===== src/rtl/vga_pkg.sv =====
// Shared types, codes and constant tables of the voice gate with AGC.
package vga_pkg;

    typedef enum logic [1:0] {
        FUNC_SAMPLE = 2'd0,
        FUNC_TICK   = 2'd1,
        FUNC_START  = 2'd2,
        FUNC_STOP   = 2'd3
    } t_func;

    typedef enum logic [1:0] {
        GATE_STOPPED = 2'd0,
        GATE_WAITING = 2'd1,
        GATE_RUNNING = 2'd2
    } t_gate_mode;

    localparam logic [2:0] CFG_FRAME_LENGTH     = 3'd0;
    localparam logic [2:0] CFG_SPEECH_THRESHOLD = 3'd1;
    localparam logic [2:0] CFG_HOLD_TICKS       = 3'd2;
    localparam logic [2:0] CFG_SOFT_AGC_ON      = 3'd3;
    localparam logic [2:0] CFG_HARD_AGC_ON      = 3'd4;
    localparam logic [2:0] CFG_AGC_TARGET       = 3'd5;
    localparam logic [2:0] CFG_AGC_RATE         = 3'd6;

    localparam int CFG_LEN_W = 11;
    localparam logic [CFG_LEN_W-1:0] FRAME_LENGTH_RST = 11'd320;
    localparam logic [15:0] UNITY_GAIN = 16'd4096;
    localparam logic [16:0] FULL_SCALE = 17'd32768;
    localparam logic signed [7:0] DB_SILENCE = -8'sd96;

    // db step n: largest peak whose level is at or below -n dB
    localparam int DB_STEPS = 90;
    localparam logic [15:0] DB_THR [0:DB_STEPS] = '{
        16'd32768, 16'd29204, 16'd26028, 16'd23197, 16'd20675, 16'd18426,
        16'd16422, 16'd14636, 16'd13045, 16'd11626, 16'd10362, 16'd9235,
        16'd8230,  16'd7335,  16'd6538,  16'd5827,  16'd5193,  16'd4628,
        16'd4125,  16'd3676,
        16'd3276,  16'd2920,  16'd2602,  16'd2319,  16'd2067,  16'd1842,
        16'd1642,  16'd1463,  16'd1304,  16'd1162,  16'd1036,  16'd923,
        16'd823,   16'd733,   16'd653,   16'd582,   16'd519,   16'd462,
        16'd412,   16'd367,
        16'd327,   16'd292,   16'd260,   16'd231,   16'd206,   16'd184,
        16'd164,   16'd146,   16'd130,   16'd116,   16'd103,   16'd92,
        16'd82,    16'd73,    16'd65,    16'd58,    16'd51,    16'd46,
        16'd41,    16'd36,
        16'd32,    16'd29,    16'd26,    16'd23,    16'd20,    16'd18,
        16'd16,    16'd14,    16'd13,    16'd11,    16'd10,    16'd9,
        16'd8,     16'd7,     16'd6,     16'd5,     16'd5,     16'd4,
        16'd4,     16'd3,
        16'd3,     16'd2,     16'd2,     16'd2,     16'd2,     16'd1,
        16'd1,     16'd1,     16'd1,     16'd1,     16'd1
    };

    typedef struct packed {
        logic signed [17:0] mixer_adjust;
        logic               mixer_adjust_valid;
        logic signed [7:0]  peak_db;
        logic               clear_held_frame;
        logic               hold_this_frame;
        logic               send_this_frame;
        logic               send_held_frame;
        logic               frame_end;
        logic signed [15:0] scaled_sample;
    } t_result;

    typedef struct packed {
        logic signed [16:0] level_error;
        logic [15:0]        target;
        logic [15:0]        peak;
        logic [15:0]        rate;
        logic [15:0]        gain;
    } t_agc_in;

    typedef struct packed {
        logic signed [16:0] level_error;
        logic signed [17:0] adjust;
        logic [15:0]        gain;
    } t_agc_out;

    // thresholds fall monotonically, so the deepest step met is the count
    function automatic logic signed [7:0] peak_to_db(input logic [15:0] p);
        logic [6:0] n;
        logic [7:0] d;
        n = '0;
        for (int k = 0; k <= DB_STEPS; k++) begin
            if (p <= DB_THR[k]) begin
                n = 7'(k);
            end
        end
        d = {1'b0, n};
        if (p == 16'd0) begin
            return DB_SILENCE;
        end
        return $signed(8'd0 - d);
    endfunction

endpackage


===== src/rtl/vga_agc.sv =====
// AGC step: level error update, gain adjustment and gain saturation.
module vga_agc import vga_pkg::*; (
    input  t_agc_in  i_agc,
    output t_agc_out o_agc
);

    logic [16:0]        w_tgt;
    logic signed [17:0] w_sum;
    logic signed [16:0] w_err;
    logic signed [33:0] w_prod;
    logic signed [33:0] w_round;
    logic signed [17:0] w_adj;
    logic signed [18:0] w_gain_sum;

    assign w_tgt = ({1'b0, i_agc.target} > FULL_SCALE) ? FULL_SCALE : {1'b0, i_agc.target};

    assign w_sum = $signed({i_agc.level_error[16], i_agc.level_error})
                 + $signed({1'b0, w_tgt})
                 - $signed({2'b00, i_agc.peak});
    assign w_err = w_sum[17:1];

    assign w_prod  = w_err * $signed({1'b0, i_agc.rate});
    assign w_round = w_prod + 34'sd16384;
    assign w_adj   = w_round[32:15];

    assign w_gain_sum = $signed({3'b000, i_agc.gain}) + $signed({w_adj[17], w_adj});

    always_comb begin
        o_agc.level_error = w_err;
        o_agc.adjust      = w_adj;
        if (w_gain_sum < 19'sd0) begin
            o_agc.gain = 16'd0;
        end else if (w_gain_sum > 19'sd65535) begin
            o_agc.gain = 16'hFFFF;
        end else begin
            o_agc.gain = w_gain_sum[15:0];
        end
    end

endmodule


===== src/rtl/voice_gate_with_agc_unit.sv =====
// Voice gate with hangover and AGC: top level.
// Path: an accepted input word goes to the input register, then its result
// word to the result register.
// Throughput: one word per cycle unless the output stalls; all state
// (gain, peak, gate, hangover) updates when the result register loads.
// Reset: synchronous, active low; clears valids, gate state and registers
// to their defaults (unity gain, frame length 320).
module voice_gate_with_agc_unit import vga_pkg::*; #(
    parameter int MAX_FRAME = 1024
) (
    input  logic        i_clk,
    input  logic        i_rst_n,
    input  logic        i_cfg_wr_en,
    input  logic [2:0]  i_cfg_idx,
    input  logic [15:0] i_cfg_wdata,
    input  logic        i_s_axis_tvalid,
    output logic        o_s_axis_tready,
    input  logic [15:0] i_s_axis_tdata,   // sample_in
    input  logic [1:0]  i_s_axis_tuser,   // func
    output logic        o_m_axis_tvalid,
    input  logic        i_m_axis_tready,
    // scaled_sample[15:0], frame_end, send_held_frame, send_this_frame,
    // hold_this_frame, clear_held_frame, peak_db[7:0], mixer_adjust_valid,
    // mixer_adjust[17:0]
    output logic [47:0] o_m_axis_tdata
);

    localparam int FW = $clog2(MAX_FRAME);
    localparam int LW = ($clog2(MAX_FRAME + 1) > CFG_LEN_W) ? $clog2(MAX_FRAME + 1) : CFG_LEN_W;

    // configuration
    logic [CFG_LEN_W-1:0] r_frame_length;
    logic [15:0]          r_speech_threshold;
    logic [7:0]           r_hold_ticks;
    logic                 r_soft_agc_on;
    logic                 r_hard_agc_on;
    logic [15:0]          r_agc_target;
    logic [15:0]          r_agc_rate;

    // state
    t_gate_mode         r_mode, n_mode;
    logic [7:0]         r_hang, n_hang;
    logic [FW-1:0]      r_fill, n_fill;
    logic [15:0]        r_peak, n_peak;
    logic [15:0]        r_gain, n_gain;
    logic signed [16:0] r_err, n_err;

    // input and result registers
    logic               r_in_valid;
    t_func              r_in_func;
    logic signed [15:0] r_in_sample;
    logic               r_out_valid;
    t_result            r_out;
    t_result            w_res;

    logic w_adv;
    logic w_s_acc;

    assign w_adv           = r_in_valid && (!r_out_valid || i_m_axis_tready);
    assign o_s_axis_tready = !r_in_valid || w_adv;
    assign w_s_acc         = i_s_axis_tvalid && o_s_axis_tready;
    assign o_m_axis_tvalid = r_out_valid;
    assign o_m_axis_tdata  = r_out;

    // sample scaling
    logic signed [32:0] w_prod;
    logic signed [32:0] w_round;
    logic signed [32:0] w_shift;
    logic signed [15:0] w_scaled;
    logic [15:0]        w_mag;
    logic [15:0]        w_peak_smp;

    assign w_prod  = r_in_sample * $signed({1'b0, r_gain});
    assign w_round = w_prod + 33'sd2048;
    assign w_shift = w_round >>> 12;

    always_comb begin
        if (w_shift > 33'sd32767) begin
            w_scaled = 16'sh7FFF;
        end else if (w_shift < -33'sd32768) begin
            w_scaled = 16'sh8000;
        end else begin
            w_scaled = w_shift[15:0];
        end
    end

    assign w_mag      = w_scaled[15] ? (~w_scaled + 16'd1) : w_scaled;
    assign w_peak_smp = (w_mag > r_peak) ? w_mag : r_peak;

    // frame counting
    logic [LW-1:0] w_len_cfg;
    logic [LW-1:0] w_len;
    logic [LW-1:0] w_fill_inc;
    logic          w_frame_done;

    assign w_len_cfg = LW'(r_frame_length);
    assign w_len = (r_frame_length == '0) ? LW'(1) :
                   (w_len_cfg > LW'(MAX_FRAME)) ? LW'(MAX_FRAME) : w_len_cfg;
    assign w_fill_inc   = LW'(r_fill) + LW'(1);
    assign w_frame_done = (w_fill_inc >= w_len);

    // gate decision at frame end
    logic       w_speech;
    t_gate_mode w_mode_start;
    logic [7:0] w_hang_frame;
    logic       w_run_expire;
    logic       w_send_this;
    logic       w_hold_this;
    t_gate_mode w_mode_frame;

    assign w_speech     = (w_peak_smp >= r_speech_threshold);
    assign w_mode_start = (w_speech && r_mode == GATE_WAITING) ? GATE_RUNNING : r_mode;
    assign w_hang_frame = w_speech ? r_hold_ticks : r_hang;
    assign w_run_expire = (w_mode_start == GATE_RUNNING) && (w_hang_frame == 8'd0);
    assign w_send_this  = (w_mode_start == GATE_RUNNING) && (w_hang_frame != 8'd0);
    assign w_hold_this  = w_run_expire || (w_mode_start == GATE_WAITING);
    assign w_mode_frame = w_run_expire ? GATE_WAITING : w_mode_start;

    // AGC
    t_agc_in  w_agc_in;
    t_agc_out w_agc_out;
    logic     w_agc_en;

    assign w_agc_in.level_error = r_err;
    assign w_agc_in.target      = r_agc_target;
    assign w_agc_in.peak        = r_peak;
    assign w_agc_in.rate        = r_agc_rate;
    assign w_agc_in.gain        = r_gain;
    assign w_agc_en = (r_mode == GATE_RUNNING) && (r_soft_agc_on || r_hard_agc_on);

    vga_agc u_agc (
        .i_agc (w_agc_in),
        .o_agc (w_agc_out)
    );

    // next state
    always_comb begin
        n_mode = r_mode;
        n_hang = r_hang;
        n_fill = r_fill;
        n_peak = r_peak;
        n_gain = r_gain;
        n_err  = r_err;
        unique case (r_in_func)
            FUNC_SAMPLE: begin
                n_peak = w_peak_smp;
                if (w_frame_done) begin
                    n_fill = '0;
                    n_hang = w_hang_frame;
                    n_mode = w_mode_frame;
                end else begin
                    n_fill = FW'(w_fill_inc);
                end
            end
            FUNC_TICK: begin
                if (r_hang != 8'd0) begin
                    n_hang = r_hang - 8'd1;
                end
                if (w_agc_en) begin
                    n_err = w_agc_out.level_error;
                    if (r_soft_agc_on) begin
                        n_gain = w_agc_out.gain;
                    end
                end
                n_peak = '0;
            end
            FUNC_START: begin
                if (r_mode != GATE_WAITING && r_mode != GATE_RUNNING) begin
                    n_hang = '0;
                    n_fill = '0;
                    n_mode = GATE_WAITING;
                end
            end
            FUNC_STOP: begin
                n_mode = GATE_STOPPED;
            end
        endcase
    end

    // result word
    always_comb begin
        w_res = '0;
        unique case (r_in_func)
            FUNC_SAMPLE: begin
                w_res.scaled_sample = w_scaled;
                if (w_frame_done) begin
                    w_res.frame_end       = 1'b1;
                    w_res.send_held_frame = w_speech && (r_mode == GATE_WAITING);
                    w_res.send_this_frame = w_send_this;
                    w_res.hold_this_frame = w_hold_this;
                end
            end
            FUNC_TICK: begin
                w_res.peak_db = peak_to_db(r_peak);
                if (w_agc_en && r_hard_agc_on) begin
                    w_res.mixer_adjust_valid = 1'b1;
                    w_res.mixer_adjust       = w_agc_out.adjust;
                end
            end
            FUNC_START: begin
                w_res.clear_held_frame = (r_mode != GATE_WAITING) && (r_mode != GATE_RUNNING);
            end
            FUNC_STOP: begin
                w_res = '0;
            end
        endcase
    end

    always_ff @(posedge i_clk) begin
        if (!i_rst_n) begin
            r_frame_length     <= FRAME_LENGTH_RST;
            r_speech_threshold <= '0;
            r_hold_ticks       <= '0;
            r_soft_agc_on      <= 1'b0;
            r_hard_agc_on      <= 1'b0;
            r_agc_target       <= '0;
            r_agc_rate         <= '0;
        end else if (i_cfg_wr_en) begin
            unique case (i_cfg_idx)
                CFG_FRAME_LENGTH:     r_frame_length     <= i_cfg_wdata[CFG_LEN_W-1:0];
                CFG_SPEECH_THRESHOLD: r_speech_threshold <= i_cfg_wdata;
                CFG_HOLD_TICKS:       r_hold_ticks       <= i_cfg_wdata[7:0];
                CFG_SOFT_AGC_ON:      r_soft_agc_on      <= i_cfg_wdata[0];
                CFG_HARD_AGC_ON:      r_hard_agc_on      <= i_cfg_wdata[0];
                CFG_AGC_TARGET:       r_agc_target       <= i_cfg_wdata;
                CFG_AGC_RATE:         r_agc_rate         <= i_cfg_wdata;
                default: ;
            endcase
        end
    end

    always_ff @(posedge i_clk) begin
        if (!i_rst_n) begin
            r_mode <= GATE_STOPPED;
            r_hang <= '0;
            r_fill <= '0;
            r_peak <= '0;
            r_gain <= UNITY_GAIN;
            r_err  <= '0;
        end else if (w_adv) begin
            r_mode <= n_mode;
            r_hang <= n_hang;
            r_fill <= n_fill;
            r_peak <= n_peak;
            r_gain <= n_gain;
            r_err  <= n_err;
        end
    end

    always_ff @(posedge i_clk) begin
        if (!i_rst_n) begin
            r_in_valid <= 1'b0;
        end else if (w_s_acc) begin
            r_in_valid <= 1'b1;
        end else if (w_adv) begin
            r_in_valid <= 1'b0;
        end
    end

    always_ff @(posedge i_clk) begin
        if (w_s_acc) begin
            r_in_func   <= t_func'(i_s_axis_tuser);
            r_in_sample <= i_s_axis_tdata;
        end
    end

    always_ff @(posedge i_clk) begin
        if (!i_rst_n) begin
            r_out_valid <= 1'b0;
        end else if (w_adv) begin
            r_out_valid <= 1'b1;
        end else if (i_m_axis_tready) begin
            r_out_valid <= 1'b0;
        end
    end

    always_ff @(posedge i_clk) begin
        if (w_adv) begin
            r_out <= w_res;
        end
    end

endmodule


===== config.mk =====
export PLATFORM = sky130hd
export DESIGN_NAME = voice_gate_with_agc_unit
export DESIGN_NICKNAME = d
export VERILOG_FILES = /design/src/rtl/vga_pkg.sv /design/src/rtl/vga_agc.sv /design/src/rtl/voice_gate_with_agc_unit.sv
export SDC_FILE = /design/constraint.sdc
export NUM_CORES = 2
export LEC_CHECK = 0
export BUFFER_PORTS_ARGS = -buffer_cell sky130_fd_sc_hd__buf_2
export CAP_MARGIN = 20
export CORE_UTILIZATION = 30
export DETAILED_ROUTE_END_ITERATION = 12
export REMOVE_ABC_BUFFERS = 1
export SYNTH_ARGS = -nofsm -noshare
export SYNTH_HDL_FRONTEND = slang
export SYNTH_SLANG_ARGS = --single-unit

===== constraint.sdc =====
create_clock -name i_clk -period 12.2 [get_ports i_clk]
set_input_delay 1.22 -clock i_clk [delete_from_list [all_inputs] [get_ports i_clk]]
set_output_delay 1.22 -clock i_clk [all_outputs]
set_load 0.02 [all_outputs]

Yosys cells after proc, flatten, opt, wreduce, memory -nomap -nowiden

Index checks and enable logic that the tools add are counted.

Flip-flop bits (word level): 206
Output and inout port bits: 50

Reduce and logical (&&, ||, !) cells: 42
Bitwise gates (word level): 1
Add/subtract/negate cells: 9
$lt $le $gt $ge: 88
Equal/unequal tests: 18
Multipliers: 2
Mux-type cells: 113

Operators by type and width:

| kind                                                                               | number |
|---|---|
| 7-bit two-way mux                                                                  | 79 |
| 16-bit two-way mux                                                                 | 7 |
| 16-bit by 10-bit less-or-equal comparator with 1-bit output, second input constant | 6 |
| 16-bit by 11-bit less-or-equal comparator with 1-bit output, second input constant | 6 |
| 16-bit by 12-bit less-or-equal comparator with 1-bit output, second input constant | 6 |
| 16-bit by 13-bit less-or-equal comparator with 1-bit output, second input constant | 6 |
| 16-bit by 14-bit less-or-equal comparator with 1-bit output, second input constant | 6 |
| 16-bit by 15-bit less-or-equal comparator with 1-bit output, second input constant | 6 |
| 16-bit by 4-bit less-or-equal comparator with 1-bit output, second input constant  | 6 |
| 16-bit by 5-bit less-or-equal comparator with 1-bit output, second input constant  | 6 |
| 16-bit by 6-bit less-or-equal comparator with 1-bit output, second input constant  | 6 |
| 16-bit by 7-bit less-or-equal comparator with 1-bit output, second input constant  | 6 |
| 16-bit by 8-bit less-or-equal comparator with 1-bit output, second input constant  | 6 |
| 16-bit by 9-bit less-or-equal comparator with 1-bit output, second input constant  | 6 |
| 16-bit by 3-bit less-or-equal comparator with 1-bit output, second input constant  | 4 |
| 8-bit two-way mux                                                                  | 6 |
| 33-bit by 13-bit adder with 33-bit output, second input constant                   | 1 |
| 33-bit by 16-bit adder with 33-bit output, second input constant                   | 1 |
| 16-bit by 17-bit multiplier with 33-bit output                                     | 1 |
| 17-bit by 17-bit multiplier with 33-bit output                                     | 1 |
| 16-bit by 2-bit less-or-equal comparator with 1-bit output, second input constant  | 2 |
| 16-bit case mux with 2 select lines                                                | 1 |
| 8-bit case mux with 3 select lines                                                 | 1 |
| 11-bit two-way mux                                                                 | 2 |
| other kinds (45)                                                                   | 95 |

Depth between registers and ports, before layout

Depth after elaboration: 83
Depth in mapped cells: 57
Mapped depth without buffers: 50

By module

Synthesis repeated with hierarchy kept, for this count alone.

Cells, all modules: 4,052
Area, all modules: 34,260.4 µm²

By module, submodules not included:

| module                   | cells an instance | instances | area an instance (µm²) |
|---|---|---|---|
| voice_gate_with_agc_unit | 2,583             | 1         | 21,653.3 |
| vga_agc                  | 1,469             | 1         | 12,607.1 |

Worst setup path before layout

OpenSTA, ideal clock, no wires.

Kind: register to register
Start: register r_gain[5]
End: register r_out, in the netlist o_m_axis_tdata[19] (data pin)
Stages on the path, launching flop included: 53
Slack: 612 ps
Arrival time: 11,450 ps
Cells stage by stage: dfxtp_1 clkbuf_1 clkbuf_1 nand2_1 fa_1 inv_1 fa_1 inv_1 fa_1 inv_1 fa_1 inv_1 fa_1 inv_1 fa_1 ha_1 o21a_1 a221oi_1 [... 17 more ...] a21oi_1 nor2b_1 o21ai_0 a21boi_0 o21ai_1 clkbuf_1 mux2_2 ha_1 a21o_1 a21o_1 a21oi_1 nor2b_1 o21ai_0 a31oi_1 mux2_2 o21ai_0 o21ai_0 nor2_1

Cells in the longest elaborated chain, start to end: 16
Elaborated cells on any way between the ends: 20
Classes of those cells: 2 x add/sub; 1 x mul; 4 x order compare; 2 x eq/ne; 6 x mux; 1 x bitwise; 4 x reduce/logical

Ends and longest elaborated chain:

| item                                               | line                            | text |
|---|---|---|
| from (decl)                                        | voice_gate_with_agc_unit.sv:45  | `logic [15:0] r_gain, n_gain;` |
| from (signal assigned)                             | voice_gate_with_agc_unit.sv:245 | `r_gain <= n_gain;` |
| 16-bit by 17-bit multiplier with 33-bit output (*) | voice_gate_with_agc_unit.sv:73  | `assign w_prod = r_in_sample * $signed({1'b0, r_gain});` |
| 33-bit by 13-bit adder with 33-bit output (*)      | voice_gate_with_agc_unit.sv:74  | `assign w_round = w_prod + 33'sd2048;` |
| 21-bit by 16-bit < comparator with 1-bit output    | voice_gate_with_agc_unit.sv:80  | `end else if (w_shift < -33'sd32768) begin` |
| 16-bit two-way mux                                 | voice_gate_with_agc_unit.sv:80  |  |
| 16-bit two-way mux (*)                             | voice_gate_with_agc_unit.sv:78  | `if (w_shift > 33'sd32767) begin` |
| 16-bit inverter                                    | voice_gate_with_agc_unit.sv:87  | `assign w_mag = w_scaled[15] ? (~w_scaled + 16'd1) : w_scaled;` |
| 16-bit by 1-bit adder with 16-bit output           | voice_gate_with_agc_unit.sv:87  |  |
| 16-bit two-way mux (*)                             | voice_gate_with_agc_unit.sv:87  |  |
| 16-bit > comparator                                | voice_gate_with_agc_unit.sv:88  | `assign w_peak_smp = (w_mag > r_peak) ? w_mag : r_peak;` |
| 16-bit two-way mux (*)                             | voice_gate_with_agc_unit.sv:88  |  |
| 16-bit >= comparator (*)                           | voice_gate_with_agc_unit.sv:111 | `assign w_speech = (w_peak_smp >= r_speech_threshold);` |
| 1-bit logical AND                                  | voice_gate_with_agc_unit.sv:112 | `assign w_mode_start = (w_speech && r_mode == GATE_WAITING) ? GATE_RUNNING : r_mode;` |
| 2-bit two-way mux                                  | voice_gate_with_agc_unit.sv:112 |  |
| 2-bit == test                                      | voice_gate_with_agc_unit.sv:114 | `assign w_run_expire = (w_mode_start == GATE_RUNNING) && (w_hang_frame == 8'd0);` |
| 1-bit logical AND                                  | voice_gate_with_agc_unit.sv:114 |  |
| 1-bit logical OR (*)                               | voice_gate_with_agc_unit.sv:116 | `assign w_hold_this = w_run_expire \|\| (w_mode_start == GATE_WAITING);` |
| to (signal assigned)                               | voice_gate_with_agc_unit.sv:279 | `r_out <= w_res;` |
| to (decl)                                          | voice_gate_with_agc_unit.sv:53  | `t_result r_out;` |

Mark *: on every way between the ends. The rest lies on a longest branch, timed or not.
A chain may end at the register's enable or synchronous reset.

==> results.ini <==
[place]
numPortBuffers=91
dpl.hpwl_um=77280
place_congestion=0.9243
placed_cell_area_um2=35820

[critical_path]
cp_data_required_time_ns=12.71
crit_end=r_gain[12]
endpoint_kind=flop
slowest_delay_ns=0.56
critPathLaunch=r_agc_target[7]
reg2reg_to=r_gain[12]
critical_path_class=flop to flop
reg2reg_from=r_agc_target[7]
r2r_slack_ns=0.48
crit_slowest_cell=fa_1
crit_fanout=9
ff2ff_path_depth=43
start_kind=flop
cp.arrival_ns=12.24
crit_top_cell=fa_1

[synth]
syn_inst=3913
yosys_most_used_dff=dfxtp_1
ys_top_cells_by_area=fa_1, ha_1, dfxtp_1, inv_1, nand2_1
synth_top_area_share_pct=28.95
synth_area_per_cell_um2=8.553
synth_commonest_cells=inv_1, nand2_1, fa_1
synth.distinct_cells=104
synth-seq-area-share_pct=14.30
synth_edf_count=66
yosys.area.top_type=fa_1
yosysMostFrequentCell=inv_1
synth_area_um2=33470
synthArstFlopShare_pct=0
yosys_warnings=0
ys_ff_latch=206

[clock_network]
clkSinkCount=206
clockRootBuffer=clkbuf_16
clockBufferDepth=3
cts_buffers=28
clkTransAtPathRegs_ns=0.07
cts_tree=done
ctsHoldBuffers=0
worstSkewPairLatency_ns=0.60
htreeDepth=1

[floorplanning]
coreArea_um2=110700
fp-row-count=122
die_area_um2=112900
io_pins=92
die_w_um=336.0
initial_utilization_pct=30.24
die_y_um=336.0

[pwr]
power_frac_seq_pct=26.6
power.total_uw=2814
p_sw_share_pct=41.20
p_clk_share_pct=29.4
powerDensity_nw_per_um2=75.75
ir_drop_uv=107.4
combPwrFrac_pct=44.0
netSwitchingPower_uw=1159
leakage_uw=0.01663
p_int_uw=1654

[grt]
grt_pass1_wl_um=155400
gr-total-overflow=0
grt_pass1_vias=27672
grt_max_degree=95
track_usage_pct=17.32
antenna_found_initial=8

[timing]
setup_violations=0
tightest_slew_ns=1.072
fmax_mhz=85.30
fin_worst_skew_ns=0.02232
maxSlewViolCount=0
whs_ns=0.4595
slew_headroom_pct=28.26
timing.final.crit_share_pct=96.09
layout_min_cycle_time_ns=11.72
hold_viol_final=0

[drt]
drt_pass1_iterations=8
viasPerCell=5.030
drtAntennaViolNets=0
vias=27598
drc=0
drt_iter0_markers=2049
routed_wl_um=97800
wire_per_inst_um=17.82

[cells_and_area]
n_antenna_cell=0
nNetsFinal=4801
nFillCells=11583
area_growth_pct=10.97
drive_gt1_share_pct=8.952
stdcell_area_um2=37140

[flow_run]
drv_cap=0

[min_path]
min_path_type=flop to flop

[status]
status=finished clean

logic make-up after synthesis:
group / count (synthesis) / share of synthesized area (%)
multiplexers: 21 / 0.6991
flip-flops: 206 / 14.30
AO/OA/AOI/OAI: 674 / 13.83
XOR/XNOR: 80 / 2.116
adder cells (fa/ha/maj): 782 / 40.09
AND/OR/NAND/NOR: 1357 / 19.96
buffers and inverters: 793 / 9.017
power groups by stage:
stage | Sequential, uW | Clock, uW | Combinational (uW)
final | 750 | 827 | 1240
after global routing | 752 | 874 | 1370
after CTS | 752 | 853 | 1190
after detailed placement | 767 | 0 | 1170
after global placement | 767 | 0 | 1160
after floorplan | 776 | 0 | 764
timing repair:
| item | 4_1_cts | 5_1_grt |
|---|---|---|
| cloned | 0 | 0 |
| gates resized for setup | 4 | 49 |
| setup endpoints to repair | 16 | 29 |
| pin swaps | 2 | 8 |
| setup buffers | 4 | 17 |
cells in the final DEF, fill, tap and decap left out, drive strengths merged, types with 33 or more instances in the layout:
| master | n |
|---|---|
| o21ai | 120 |
| fa | 484 |
| clkbuf | 41 |
| nor3 | 57 |
| and2 | 258 |
| nand2b | 36 |
| buf | 209 |
| nand3 | 72 |
| nand2 | 606 |
| nor2 | 120 |
| inv | 616 |
| a21oi | 151 |
| ha | 298 |
| nor2b | 53 |
| xnor2 | 47 |
| a21boi | 91 |
| dfxtp | 140 |
| a21o | 42 |
| xor2 | 33 |
| edfxtp | 66 |
flip-flops by register name (all words and copies together), names as in the netlist, 11 cells and up:
name,cells
o_m_axis_tdata,48
r_err,17
r_agc_rate,16
r_agc_target,16
r_gain,16
r_in_sample,16
r_peak,16
r_speech_threshold,16
r_frame_length,11
metrics by stage:
step	util (%)	setup TNS [ns]	cells	setup WS, ns
2_1_floorplan	-	0	3736	0.2833
3_3_place_gp	32.36	-2.477	5410	-0.2586
3_5_place_dp	32.37	-4.585	5411	-0.3788
4_1_cts	33.23	0	5467	0.006287
5_1_grt	33.56	-0.1012	5487	-0.05824
6_report	33.56	0	5487	0.4773
worst max-delay path, delay by kind of cell (launching register included):
family | cells | cell delay [ns]
compound gates | 15 | 2.97
simple gates | 10 | 2.70
xor+xnor | 2 | 0.50
flops | 1 | 0.33
fa+ha+maj | 10 | 4.59
buf+inv | 6 | 0.52
final cells by class:
class / count / area, um2 / share of cell area (%)
timing repair buffer: 211 / 1368 / 3.682
inverter: 616 / 2316 / 6.235
clock buffer: 39 / 815.8 / 2.196
multi-input combinational: 2914 / 25890 / 69.71
sequential: 206 / 4796 / 12.91
tap: 1488 / 1862 / 5.013
clock inverter: 13 / 92.59 / 0.2493
how the worst min path moves through the flow:
stage                     depth (start not counted)  slack [ns]                      to                    from
after floorplan                                   2        0.44        r_agc_target[15]        r_agc_target[15]
after global placement                            2        0.45                r_err[8]                r_err[8]
after detailed placement                          2        0.46               r_err[14]               r_err[14]
after CTS                                         2        0.47               r_err[14]               r_err[14]
after global routing                              2        0.49  r_speech_threshold[11]  r_speech_threshold[11]
final                                             2        0.46               r_err[14]               r_err[14]
routing by layer:
| layer | GRT usage [%] | share of wire [%] |
|---|---|---|
| met1 | 23.91 | 46 |
| met2 | 27.57 | 45 |
| met3 | 2.659 | 6.2 |
| met4 | 5.654 | 3.3 |
| met5 | 0 | 0.087 |
(Power assumes the default switching activity.)
